### config.mk
export PLATFORM = sky130hd
export DESIGN_NAME = per_client_fixed_window_limiter_unit
export DESIGN_NICKNAME = d
export VERILOG_FILES = /design/src/hdl/fwlim_pkg.sv /design/src/hdl/fwlim_cfg.sv /design/src/hdl/fwlim_slot.sv /design/src/hdl/per_client_fixed_window_limiter_unit.sv
export SDC_FILE = /design/constraint.sdc
export NUM_CORES = 2
export LEC_CHECK = 0
export BUFFER_PORTS_ARGS = -buffer_cell sky130_fd_sc_hd__clkbuf_2
export CAP_MARGIN = 20
export CORE_AREA = 2 2 415 417
export CTS_CLUSTER_SIZE = 10
export DETAILED_ROUTE_END_ITERATION = 12
export DIE_AREA = 0 0 417 419
export HOLD_SLACK_MARGIN = 0.15
export PLACE_DENSITY = 0.71
export SYNTH_ARGS = -nofsm -noshare
export SYNTH_HDL_FRONTEND = slang
export SYNTH_SLANG_ARGS = --single-unit
### constraint.sdc
create_clock -name aclk -period 12.85 [get_ports aclk]
set_input_delay 0.6425 -clock aclk [delete_from_list [all_inputs] [get_ports aclk]]
set_output_delay 0.6425 -clock aclk [all_outputs]
set_load 0.005 [all_outputs]
### src/hdl/fwlim_pkg.sv
// Shared constants and types for the per-client fixed-window limiter.
package fwlim_pkg;

    localparam int TABLE_ENTRIES_DEF = 16;

    localparam int KEY_W       = 32;
    localparam int TIME_W      = 32;
    localparam int COUNT_W     = 16;
    localparam int CFG_INDEX_W = 8;
    localparam int CFG_DATA_W  = 32;

    localparam logic [COUNT_W-1:0] COUNT_MAX         = '1;
    localparam logic [COUNT_W-1:0] COUNT_ONE         = COUNT_W'(1);
    localparam logic [COUNT_W-1:0] REQ_LIMIT_INIT    = COUNT_W'(100);
    localparam logic [TIME_W-1:0]  WINDOW_TICKS_INIT = TIME_W'(60);

    // Register indexes on the config port
    localparam logic [CFG_INDEX_W-1:0] CFG_REQ_LIMIT    = CFG_INDEX_W'(0);
    localparam logic [CFG_INDEX_W-1:0] CFG_WINDOW_TICKS = CFG_INDEX_W'(1);

    typedef struct packed {
        logic [COUNT_W-1:0] req_limit;
        logic [TIME_W-1:0]  window_ticks;
    } cfg_t;

    // Per-entry request to update
    typedef struct packed {
        logic go;    // a request is retiring this cycle
        logic hit;   // this entry is the selected match
        logic take;  // this entry is claimed by a new client
    } slot_cmd_t;

    // Per-entry lookup status against the current request
    typedef struct packed {
        logic               is_free;
        logic               match;
        logic               in_win;
        logic [COUNT_W-1:0] count_inc;
    } slot_stat_t;

endpackage

### src/hdl/fwlim_cfg.sv
// Configuration registers: max request count and window length.
module fwlim_cfg (
    input  logic                                aclk,
    input  logic                                aresetn,
    input  logic                                cfg_valid,
    output logic                                cfg_ready,
    input  logic [fwlim_pkg::CFG_INDEX_W-1:0]   cfg_index,
    input  logic [fwlim_pkg::CFG_DATA_W-1:0]    cfg_data,
    output fwlim_pkg::cfg_t                     cfg
);

    logic [fwlim_pkg::COUNT_W-1:0] req_limit_reg;
    logic [fwlim_pkg::TIME_W-1:0]  window_ticks_reg;

    assign cfg_ready = 1'b1;

    always_ff @(posedge aclk) begin
        if (!aresetn) begin
            req_limit_reg    <= fwlim_pkg::REQ_LIMIT_INIT;
            window_ticks_reg <= fwlim_pkg::WINDOW_TICKS_INIT;
        end else if (cfg_valid) begin
            case (cfg_index)
                fwlim_pkg::CFG_REQ_LIMIT: begin
                    req_limit_reg <= cfg_data[fwlim_pkg::COUNT_W-1:0];
                end
                fwlim_pkg::CFG_WINDOW_TICKS: begin
                    window_ticks_reg <= cfg_data[fwlim_pkg::TIME_W-1:0];
                end
                default: begin
                end
            endcase
        end
    end

    assign cfg.req_limit    = req_limit_reg;
    assign cfg.window_ticks = window_ticks_reg;

endmodule

### src/hdl/fwlim_slot.sv
// One client table entry: storage, age/key compare and update.
module fwlim_slot (
    input  logic                            aclk,
    input  logic                            aresetn,
    input  fwlim_pkg::slot_cmd_t            cmd,
    input  logic [fwlim_pkg::KEY_W-1:0]     addr,
    input  logic [fwlim_pkg::TIME_W-1:0]    now,
    input  logic [fwlim_pkg::TIME_W-1:0]    window,
    output fwlim_pkg::slot_stat_t           stat
);

    logic                           valid_reg;
    logic [fwlim_pkg::KEY_W-1:0]    key_reg;
    logic [fwlim_pkg::COUNT_W-1:0]  count_reg;
    logic [fwlim_pkg::TIME_W-1:0]   start_reg;

    logic [fwlim_pkg::TIME_W-1:0]   age;
    logic                           stale;
    logic                           live;
    logic                           restart;

    // age wraps modulo 2^32
    assign age   = now - start_reg;
    assign stale = valid_reg && (age > window);
    assign live  = valid_reg && !stale;

    assign stat.is_free   = !live;
    assign stat.match     = live && (key_reg == addr);
    assign stat.in_win    = age < window;
    assign stat.count_inc = (count_reg == fwlim_pkg::COUNT_MAX) ? count_reg
                          : fwlim_pkg::COUNT_W'(count_reg + fwlim_pkg::COUNT_ONE);

    // hit at exactly the window age reopens the window
    assign restart = cmd.take || (cmd.hit && !stat.in_win);

    always_ff @(posedge aclk) begin
        if (!aresetn) begin
            valid_reg <= 1'b0;
        end else if (cmd.go) begin
            if (cmd.take) begin
                valid_reg <= 1'b1;
            end else if (stale) begin
                valid_reg <= 1'b0;
            end
        end
    end

    always_ff @(posedge aclk) begin
        if (cmd.go) begin
            if (cmd.take) begin
                key_reg <= addr;
            end
            if (restart) begin
                count_reg <= fwlim_pkg::COUNT_ONE;
                start_reg <= now;
            end else if (cmd.hit) begin
                count_reg <= stat.count_inc;
            end
        end
    end

endmodule

### src/hdl/per_client_fixed_window_limiter_unit.sv
// Per-client fixed-window rate limiter, top level.
//
// Input channel s_*: one word per request, client address and timestamp.
// Result channel m_*: one word per request, in order: allowed, the client's
// count after the request (0 when untracked) and a table-full flag.
// Config channel cfg_*: index 0 writes the request limit, index 1 window_ticks;
// other indexes are dropped. cfg_ready is always high; write only when idle.
//
// A request accepted into the input register is looked up from there; its
// result is written to the result register when it advances, raising m_valid.
// Throughput: one request per cycle while m_ready keeps the result register
// draining. The entry table is a row of registers, each compared in parallel,
// so every request sees the updates of the one before it with no gap.
// Stall: the input register and the result register hold one word each;
// when m_ready is low and both are full, s_ready drops. Nothing is lost.
// Reset: all entries are freed, the request limit returns to 100 and
// window_ticks to 60; both channels come up empty.
module per_client_fixed_window_limiter_unit #(
    parameter int TABLE_ENTRIES = fwlim_pkg::TABLE_ENTRIES_DEF
) (
    input  logic                                aclk,
    input  logic                                aresetn,

    input  logic                                s_valid,
    output logic                                s_ready,
    input  logic [fwlim_pkg::KEY_W-1:0]         s_client_addr,
    input  logic [fwlim_pkg::TIME_W-1:0]        s_now_time,

    output logic                                m_valid,
    input  logic                                m_ready,
    output logic                                m_allowed,
    output logic [fwlim_pkg::COUNT_W-1:0]       m_count_now,
    output logic                                m_table_full,

    input  logic                                cfg_valid,
    output logic                                cfg_ready,
    input  logic [fwlim_pkg::CFG_INDEX_W-1:0]   cfg_index,
    input  logic [fwlim_pkg::CFG_DATA_W-1:0]    cfg_data
);

    fwlim_pkg::cfg_t cfg;

    logic                           in_valid_reg;
    logic [fwlim_pkg::KEY_W-1:0]    addr_reg;
    logic [fwlim_pkg::TIME_W-1:0]   now_reg;

    logic                           out_valid_reg;
    logic                           allowed_reg;
    logic [fwlim_pkg::COUNT_W-1:0]  count_reg;
    logic                           full_reg;

    logic                           advance;

    fwlim_pkg::slot_stat_t          stat [TABLE_ENTRIES];
    fwlim_pkg::slot_cmd_t           cmd  [TABLE_ENTRIES];

    logic [TABLE_ENTRIES-1:0]       match_vec;
    logic [TABLE_ENTRIES-1:0]       free_vec;
    logic [TABLE_ENTRIES-1:0]       hit_oh;
    logic [TABLE_ENTRIES-1:0]       take_oh;
    logic                           any_hit;
    logic                           any_free;
    logic [fwlim_pkg::COUNT_W-1:0]  hit_count;
    logic                           hit_in_win;

    logic                           allowed_next;
    logic [fwlim_pkg::COUNT_W-1:0]  count_next;
    logic                           full_next;

    fwlim_cfg u_cfg (
        .aclk      (aclk),
        .aresetn   (aresetn),
        .cfg_valid (cfg_valid),
        .cfg_ready (cfg_ready),
        .cfg_index (cfg_index),
        .cfg_data  (cfg_data),
        .cfg       (cfg)
    );

    assign advance = in_valid_reg && (!out_valid_reg || m_ready);
    assign s_ready = !in_valid_reg || advance;

    always_ff @(posedge aclk) begin
        if (!aresetn) begin
            in_valid_reg <= 1'b0;
        end else if (s_ready) begin
            in_valid_reg <= s_valid;
        end
    end

    always_ff @(posedge aclk) begin
        if (s_valid && s_ready) begin
            addr_reg <= s_client_addr;
            now_reg  <= s_now_time;
        end
    end

    generate
        for (genvar i = 0; i < TABLE_ENTRIES; i++) begin : g_slot
            assign match_vec[i] = stat[i].match;
            assign free_vec[i]  = stat[i].is_free;
            assign cmd[i].go    = advance;
            assign cmd[i].hit   = hit_oh[i];
            assign cmd[i].take  = take_oh[i];

            fwlim_slot u_slot (
                .aclk    (aclk),
                .aresetn (aresetn),
                .cmd     (cmd[i]),
                .addr    (addr_reg),
                .now     (now_reg),
                .window  (cfg.window_ticks),
                .stat    (stat[i])
            );
        end
    endgenerate

    // lowest set bit wins
    assign hit_oh   = match_vec & (-match_vec);
    assign any_hit  = |match_vec;
    assign any_free = |free_vec;
    assign take_oh  = any_hit ? '0 : (free_vec & (-free_vec));

    always_comb begin
        hit_count  = '0;
        hit_in_win = 1'b0;
        for (int i = 0; i < TABLE_ENTRIES; i++) begin
            hit_count  = hit_count | ({fwlim_pkg::COUNT_W{hit_oh[i]}} & stat[i].count_inc);
            hit_in_win = hit_in_win | (hit_oh[i] & stat[i].in_win);
        end
    end

    always_comb begin
        allowed_next = 1'b1;
        full_next    = 1'b0;
        if (any_hit) begin
            if (hit_in_win) begin
                count_next   = hit_count;
                allowed_next = hit_count <= cfg.req_limit;
            end else begin
                count_next = fwlim_pkg::COUNT_ONE;
            end
        end else if (any_free) begin
            count_next = fwlim_pkg::COUNT_ONE;
        end else begin
            count_next = '0;
            full_next  = 1'b1;
        end
    end

    always_ff @(posedge aclk) begin
        if (!aresetn) begin
            out_valid_reg <= 1'b0;
        end else if (advance) begin
            out_valid_reg <= 1'b1;
        end else if (m_ready) begin
            out_valid_reg <= 1'b0;
        end
    end

    always_ff @(posedge aclk) begin
        if (advance) begin
            allowed_reg <= allowed_next;
            count_reg   <= count_next;
            full_reg    <= full_next;
        end
    end

    assign m_valid      = out_valid_reg;
    assign m_allowed    = allowed_reg;
    assign m_count_now  = count_reg;
    assign m_table_full = full_reg;

    // A client matches at most one entry, and a new client never lands on a hit.
    assert property (@(posedge aclk) disable iff (!aresetn)
        $onehot0(hit_oh | take_oh))
    else $error("hit and take selects overlap or are not one-hot");

    // Untracked requests always pass with a zero count.
    assert property (@(posedge aclk) disable iff (!aresetn)
        (advance && full_next) |=> (m_allowed && m_count_now == '0))
    else $error("table-full result must be allowed with zero count");

    // A denied request is always a tracked, counted one.
    assert property (@(posedge aclk) disable iff (!aresetn)
        (out_valid_reg && !allowed_reg) |-> (count_reg != '0 && !full_reg))
    else $error("denied word without a tracked count");

    // A result word only appears when a request left the input register.
    assert property (@(posedge aclk) disable iff (!aresetn)
        $rose(out_valid_reg) |-> $past(in_valid_reg))
    else $error("result word without a pending request");

endmodule

# Word-level counts from Yosys, hierarchy flattened
# Index checks and enable logic that the tools add are counted.
totals:
  ff_bits: 1428
  in_bits: 109
op_classes:
  n_addsub: 34
  order_cmp: 33
  eq_ne: 33
  n_mux: 71
  n_bitwise: 64
  n_reduce_logical: 237
ops:
  columns: ["cell", "n"]
  rows:
  - ["$mux 16", 35]
  - ["$eq 32x32->1", 16]
  - ["$gt 32x32->1", 16]
  - ["$lt 32x32->1", 16]
  - ["$sub 32x32->32", 16]
  - ["$and 16x16->16", 18]
  - ["$add 16x1->16 const B", 16]
  - ["$eq 16x16->1 const B", 16]
  - ["$or 16x16->16", 15]
  - ["$reduce_and 2->1", 67]
  - ["$logic_and 1x1->1", 66]
  - ["$reduce_bool 2->1", 33]
  - ["$logic_not 1->1", 50]
  - ["$mux 1", 36]
  - ["$neg 16->16", 2]
  - ["$reduce_or 16->1", 2]
  - ["$logic_or 1x1->1", 18]
  - ["$and 1x1->1", 16]
  - ["$le 16x16->1", 1]
  - ["$or 1x1->1", 15]
  - ["$eq 8x1->1 const B", 1]
  - ["$logic_not 8->1", 1]

# Depth between registers and ports, before layout
depth:
  depth_word: 26
  depth_mapped: 47
  ltp_nobuf: 44

# By module
# Synthesis repeated with hierarchy kept, for this count alone.
unflattened:
  cells_unflattened: 10420
  hier_area_um2: 103521.8
modules_own_cells:
  columns: ["mod", "n_inst", "cells_per_inst", "area_per_inst_um2"]
  rows:
  - ["fwlim_slot at g_slot[10].u_slot ...", 10, 609, 6005.8]
  - ["fwlim_slot at g_slot[0].u_slot ...", 3, 593, 5958.2]
  - ["fwlim_slot at g_slot[9].u_slot", 1, 606, 6187.2]
  - ["fwlim_slot at g_slot[7].u_slot", 1, 595, 6027.0]
  - ["fwlim_slot at g_slot[8].u_slot", 1, 595, 6017.0]
  - ["per_client_fixed_window_limiter_unit", 1, 551, 5421.4]
  - ["fwlim_cfg", 1, 204, 1936.9]

# Least setup slack after synthesis
# No wires, ideal clock.
synth_path:
  path_kind: "flip-flop to flip-flop"
  startpoint: "reg now_reg[1] (netlist name)"
  endpoint: "reg g_slot[10].u_slot.start_reg[0] (netlist name), enable pin"
  setup_time_ns: 0.470
  arrival_time_ns: 9.307
  required_ns: 12.380
  slack_ns: 3.073
  path_stages_with_launch: 29
  path_buffers: 2
  path_cell_list: "edfxtp_1 > ha_1 > nor2b_1 > o2111ai_1 > nand2_1 > o211a_1 > o31ai_1 > o21ai_0 > o41ai_1 > nor2_1 > a31oi_1 > nand3_1 > a31o_2 > a311oi_1 > xnor2_1 > ha_1 > nand4_1 > or2_0 > nor2_1 > a221oi_1 > nor3b_1 > a21o_1 > buf_2 > a21boi_1 > nand3_2 > nor4_4 > nand2_1 > clkbuf_1 > o31ai_1"
synth_via:
  elab_chain_len: 11
  elab_cells_between_ends: 118
  cone_classes: "add/sub: 18; order compare: 17; mux: 1; bitwise: 2; reduce/logical: 80"
synth_rtl:
  columns: ["item", "line_no", "text"]
  rows:
  - ["start: declaration", "per_client_fixed_window_limiter_unit.sv:45", "logic [fwlim_pkg::TIME_W-1:0] now_reg;"]
  - ["start signal: assignment", "per_client_fixed_window_limiter_unit.sv:94", "now_reg <= s_now_time;"]
  - ["$sub 32x32->32", "fwlim_slot.sv:23", "assign age = now - start_reg;"]
  - ["$gt 32x32->1", "fwlim_slot.sv:24", "assign stale = valid_reg && (age > window);"]
  - ["$logic_and 1x1->1", "fwlim_slot.sv:24", null]
  - ["$logic_not 1->1", "fwlim_slot.sv:25", "assign live = valid_reg && !stale;"]
  - ["$logic_and 1x1->1", "fwlim_slot.sv:25", null]
  - ["$logic_not 1->1 / $logic_and 1x1->1 (equally long branches)", "fwlim_slot.sv:27, fwlim_slot.sv:28", null]
  - ["$neg 16->16, on equally long branches", "per_client_fixed_window_limiter_unit.sv:122, per_client_fixed_window_limiter_unit.sv:119", null]
  - ["$and 16x16->16, on equally long branches", "per_client_fixed_window_limiter_unit.sv:122, per_client_fixed_window_limiter_unit.sv:119", null]
  - ["$mux 16 / $logic_and 1x1->1 (equally long branches)", "per_client_fixed_window_limiter_unit.sv:122, fwlim_slot.sv:34", null]
  - ["$logic_or 1x1->1 *", "fwlim_slot.sv:34", "assign restart = cmd.take || (cmd.hit && !stat.in_win);"]
  - ["$reduce_and 2->1 (no line) *", null, null]
  - ["end signal: assignment", "fwlim_slot.sv:55", "start_reg <= now;"]
  - ["end: declaration", "fwlim_slot.sv:15", "logic [fwlim_pkg::TIME_W-1:0] start_reg;"]
# Every way passes the cells marked *; elsewhere a longest branch is shown, timed or not.
# A chain may end at the register's enable or synchronous reset.

# Worst setup path in the final report
layout_path:
  startpoint: "reg now_reg[0] (netlist name)"
  endpoint: "reg allowed_reg (netlist: m_allowed), data pin"
layout_via:
  elab_chain_len: 25
  elab_cells_between_ends: 179
  cone_classes: "add/sub: 17; order compare: 33; bitwise: 63; reduce/logical: 66"
layout_rtl:
  columns: ["item", "line_no", "text"]
  rows:
  - ["$sub 32x32->32", "fwlim_slot.sv:23", null]
  - ["$gt 32x32->1", "fwlim_slot.sv:24", null]
  - ["$logic_and 1x1->1", "fwlim_slot.sv:24", null]
  - ["$logic_not 1->1", "fwlim_slot.sv:25", null]
  - ["$logic_and 1x1->1", "fwlim_slot.sv:25", null]
  - ["$logic_and 1x1->1", "fwlim_slot.sv:28", "assign stat.match = live && (key_reg == addr);"]
  - ["$neg 16->16", "per_client_fixed_window_limiter_unit.sv:119", "assign hit_oh = match_vec & (-match_vec);"]
  - ["$and 16x16->16 *", "per_client_fixed_window_limiter_unit.sv:119", null]
  - ["$and 16x16->16", "per_client_fixed_window_limiter_unit.sv:128", "hit_count = hit_count | ({fwlim_pkg::COUNT_W{hit_oh[i]}} & stat[i].count_inc);"]
  - ["$or 16x16->16 (14 in series)", "per_client_fixed_window_limiter_unit.sv:128", null]
  - ["$or 16x16->16 *", "per_client_fixed_window_limiter_unit.sv:128", null]
  - ["named net hit_count (one bit)", "per_client_fixed_window_limiter_unit.sv:63", "logic [fwlim_pkg::COUNT_W-1:0] hit_count;"]
  - ["$le 16x16->1 *", "per_client_fixed_window_limiter_unit.sv:139", "allowed_next = hit_count <= cfg.req_limit;"]
  - ["end signal: assignment", "per_client_fixed_window_limiter_unit.sv:163", "allowed_reg <= allowed_next;"]
  - ["end: declaration", "per_client_fixed_window_limiter_unit.sv:48", "logic allowed_reg;"]
# The timed path passes the listed nets; every way through them passes the cells marked *.

==> flow_summary_export.csv <==
group,metric,value,unit
drt,met3_length,23.1,mm
global_route,antenna_found_initial,14,
worst_setup_path,worstSetupStartpoint,"now_reg[0]",
drt,first_pass_iters,6,
die,initial_utilization,0.547,
clock_network,post_cts_resize_count,0,
drt,wl_per_cell,23.6,um
sta,report.final.setup_viol,0,
placement,gpl.final_weighted_congestion,0.983,
finish,fin_nets,10400,
sta,period_minus_slack,12.10,ns
run_status,status,"complete, no violations",
clock_network,clk_path_buf_depth,3,
logic_synthesis,syn_area,93300,sq um
clock_network,cts.root.buffer_cell,"sky130_fd_sc_hd__clkbuf_16",
finish,layout_commonest_cell,"sky130_fd_sc_hd__edfxtp_1",
global_route,globalRouteOverflowTotal,0,
worst_setup_path,critical_path_cell_count,42,
die,core-area,171000,sq um
worst_setup_path,cp_slowest_cell,"sky130_fd_sc_hd__nor4_1",
worst_setup_path,worst_ep_arrival_time,12.76,ns
worst_setup_path,reg2reg_to,"m_allowed",
global_route,vias_in_the_first_global_route,69400,
pwr,p_per_area,108,nW/um^2
logic_synthesis,yosys_most_used_dff,"sky130_fd_sc_hd__edfxtp_1",
logic_synthesis,syn_inst,8736,
sta,layout_worst_path_cycle_share,0.941,
worst_setup_path,critPathTopFamily,"compound AO/OA/AOI/OAI gates",
sta,rsz0062_at_grt,"no",
clock_network,clk_pin_slew,0.06,ns
drt,dr_wl_met2,123,mm
logic_synthesis,synth_sequential_area_ratio,0.453,
sta,timing_hold_violations_final,0,
drt,drc,0,
die,fp.dieW,417,um
sta,timing.final.max_slew_violations,0,
clock_network,tritoncts_num_sinks,1428,
sta,clock_skew,0.0678,ns
die,io_pins,130,
placement,dp_hpwl,193,mm
logic_synthesis,ys_async_sr_fraction,0,
worst_setup_path,critical-path-max-stage-delay,1.06,ns
placement,place_area,97700,sq um
placement,port_buffers,128,
drt,highest_signal_layer,"met5",
logic_synthesis,synth_cell_type_count,99,
worst_setup_path,r2r_start,"now_reg[0]",
worst_setup_path,r2r_slack,0.75,ns
die,die_h,419,um
drt,routed_wirelength,272,mm
run,maxCapViolCount,0,
finish,final_cell_mix,"1362 x sky130_fd_sc_hd__edfxtp_1, 1040 x sky130_fd_sc_hd__ha_1, 713 x sky130_fd_sc_hd__xnor2_1",
die,rows,152,
worst_setup_path,setup_cp_type,"flip-flop to flip-flop",
finish,syn_to_final_growth,11.3,%
global_route,grt_start_max_net_pins,48,
drt,detailroute.via_count,70900,
die,die_area,175000,sq um
clock_network,tritoncts,"yes",
finish,layout-drive-gt1-share,0.0690,
logic_synthesis,syn_avg_cell_area,10.7,sq um
drt,detail_route.iter0.violations,6954,
sta,fmax,82.7,MHz
clock_network,clock_insertion_delay_worst_skew,0.86,ns
logic_synthesis,synth_fp_nets,9901,
worst_setup_path,highest_net_fanout_along_the_worst_path,17,
pwr,power.ir.vdd_worst,0.142,mV
worst_setup_path,critical_path.n_buffers_inverters,3,
sta,worst-slew-pin-transition,1.25,ns
worst_hold_path,min_path_type,"input pin to flip-flop",
global_route,grt_pass1_wl,409,mm
worst_setup_path,worstPathRequired,13.52,ns
global_route,groute.usage.overall,0.308,
worst_setup_path,crit_path_start_kind,"flip-flop",
drt,wl_on_met1,115,mm
sta,setup-tns-final,0,ns
logic_synthesis,ys_ff_latch,1428,
drt,vias_per_cell,6.16,
worst_setup_path,timing.reg2reg.worst_path_depth,42,
clock_network,cts_inserted_buffers,171,
finish,finish.instance_area,104000,sq um
logic_synthesis,number_of_enable_flip_flop_cells_after_synthesis,1362,
drt,detail-route-antenna-nets,0,
worst_setup_path,crit_path_end_kind,"flip-flop",
worst_setup_path,cp-endpoint,"m_allowed",
clock_network,cts.htree.levels,4,
pwr,power_leakage,0.0407,uW
logic_synthesis,yosys_warnings,0,
sta,slew_headroom,0.158,
[Yosys cell counts (51+ instances only)]
library cell / instances / area share
sky130_fd_sc_hd__nor4_1: 103 / 0.0069
sky130_fd_sc_hd__nand2b_1: 97 / 0.0065
sky130_fd_sc_hd__nor2b_1: 152 / 0.010
sky130_fd_sc_hd__nand4_1: 238 / 0.016
sky130_fd_sc_hd__nand2_1: 395 / 0.016
sky130_fd_sc_hd__nor3_1: 155 / 0.0083
sky130_fd_sc_hd__a31oi_1: 74 / 0.0050
sky130_fd_sc_hd__xor2_1: 409 / 0.038
sky130_fd_sc_hd__or3_1: 51 / 0.0034
sky130_fd_sc_hd__xnor2_1: 713 / 0.067
sky130_fd_sc_hd__buf_2: 79 / 0.0042
sky130_fd_sc_hd__o21ai_0: 295 / 0.016
sky130_fd_sc_hd__edfxtp_1: 1362 / 0.44
sky130_fd_sc_hd__a21o_1: 297 / 0.024
sky130_fd_sc_hd__o22ai_1: 53 / 0.0036
sky130_fd_sc_hd__and2_1: 62 / 0.0042
sky130_fd_sc_hd__o21bai_1: 66 / 0.0053
sky130_fd_sc_hd__a21oi_1: 497 / 0.027
sky130_fd_sc_hd__nand3_1: 219 / 0.012
sky130_fd_sc_hd__o21a_1: 109 / 0.0088
sky130_fd_sc_hd__dfxtp_1: 66 / 0.014
sky130_fd_sc_hd__inv_1: 696 / 0.028
sky130_fd_sc_hd__nor2_1: 725 / 0.029
sky130_fd_sc_hd__clkbuf_1: 60 / 0.0024
sky130_fd_sc_hd__and3_1: 120 / 0.0081
sky130_fd_sc_hd__ha_1: 1040 / 0.14
[stage by stage]
| stage | std cells | hold WS (ns) | worst slack (ns) | total power [uW] | util |
|---|---|---|---|---|---|
| final | 11500 | 0.198 | 0.753 | 11200 | 0.608 |
| after global routing | 11500 | 0.161 | 0.293 | 11600 | 0.608 |
| after CTS | 11500 | 0.158 | 1.12 | 11300 | 0.608 |
| after detailed placement | 11100 | 0.449 | 1.21 | 6780 | 0.572 |
| after global placement | 11100 | 0.445 | 1.44 | 6730 | 0.572 |
| after floorplan | 8736 | 0.436 | 3.07 | 6330 | - |
[metal layers]
metal / global-route usage / vias to the layer above
met4: 0.124 / 8
met1: 0.417 / 34500
li1: - / 33000
met2: 0.490 / 2847
met3: 0.0535 / 558
met5: 0 / -
[power by group]
part / total (uW) / switching [uW] / internal [uW]
Combinational: 1580 / 930 / 648
Clock: 4500 / 2000 / 2500
Sequential: 5160 / 34.3 / 5130
Total: 11200 / 2960 / 8270
[area by class of cell]
class,count,area (sq um)
timing repair buffer,423,3190
multi-input combinational,6467,47900
clock buffer,229,4540
clock inverter,41,526
fill,13700,66800
sequential,1428,42200
tap,2233,2790
inverter,698,2620
antenna,1,2.50
[worst min-delay path, stage by stage]
cell	delay, ns
sky130_fd_sc_hd__clkbuf_2	0.17
sky130_fd_sc_hd__nand2_1	0.11
sky130_fd_sc_hd__a21oi_1	0.06
[how the worst min path moves through the flow]
stage	cells past startpoint	start	slack, ns	to
6_report	3	cfg_data[8]	0.20	u_cfg.window_ticks_reg[8]
5_1_grt	3	cfg_data[8]	0.16	u_cfg.window_ticks_reg[8]
3_5_place_dp	2	u_cfg.window_ticks_reg[20]	0.45	u_cfg.window_ticks_reg[20]
2_1_floorplan	2	u_cfg.window_ticks_reg[10]	0.44	u_cfg.window_ticks_reg[10]
4_1_cts	3	cfg_data[8]	0.16	u_cfg.window_ticks_reg[8]
3_3_place_gp	2	u_cfg.window_ticks_reg[21]	0.45	u_cfg.window_ticks_reg[21]
[what timing repair did]
item,4_1_cts,5_1_grt
setup endpoints to repair,0,0
buffers inserted,0,0
hold buffers,97,0
hold endpoints to repair,99,0
[kinds of logic (layout without fill, tap and decap cells)]
group,after synthesis,in the layout,synth area share
and+or+nand+nor,2446,2446,0.132
AOI/OAI and AO/OA,1790,1790,0.126
DFF,1428,1428,0.453
xor gates and xnor gates,1122,1122,0.105
adders and majority gates,1056,1056,0.143
buffers and inverters,841,1391,0.0352
muxes,52,52,0.00566
other,1,2,0.0000402
Note: power is estimated with default switching activity, not from simulation.
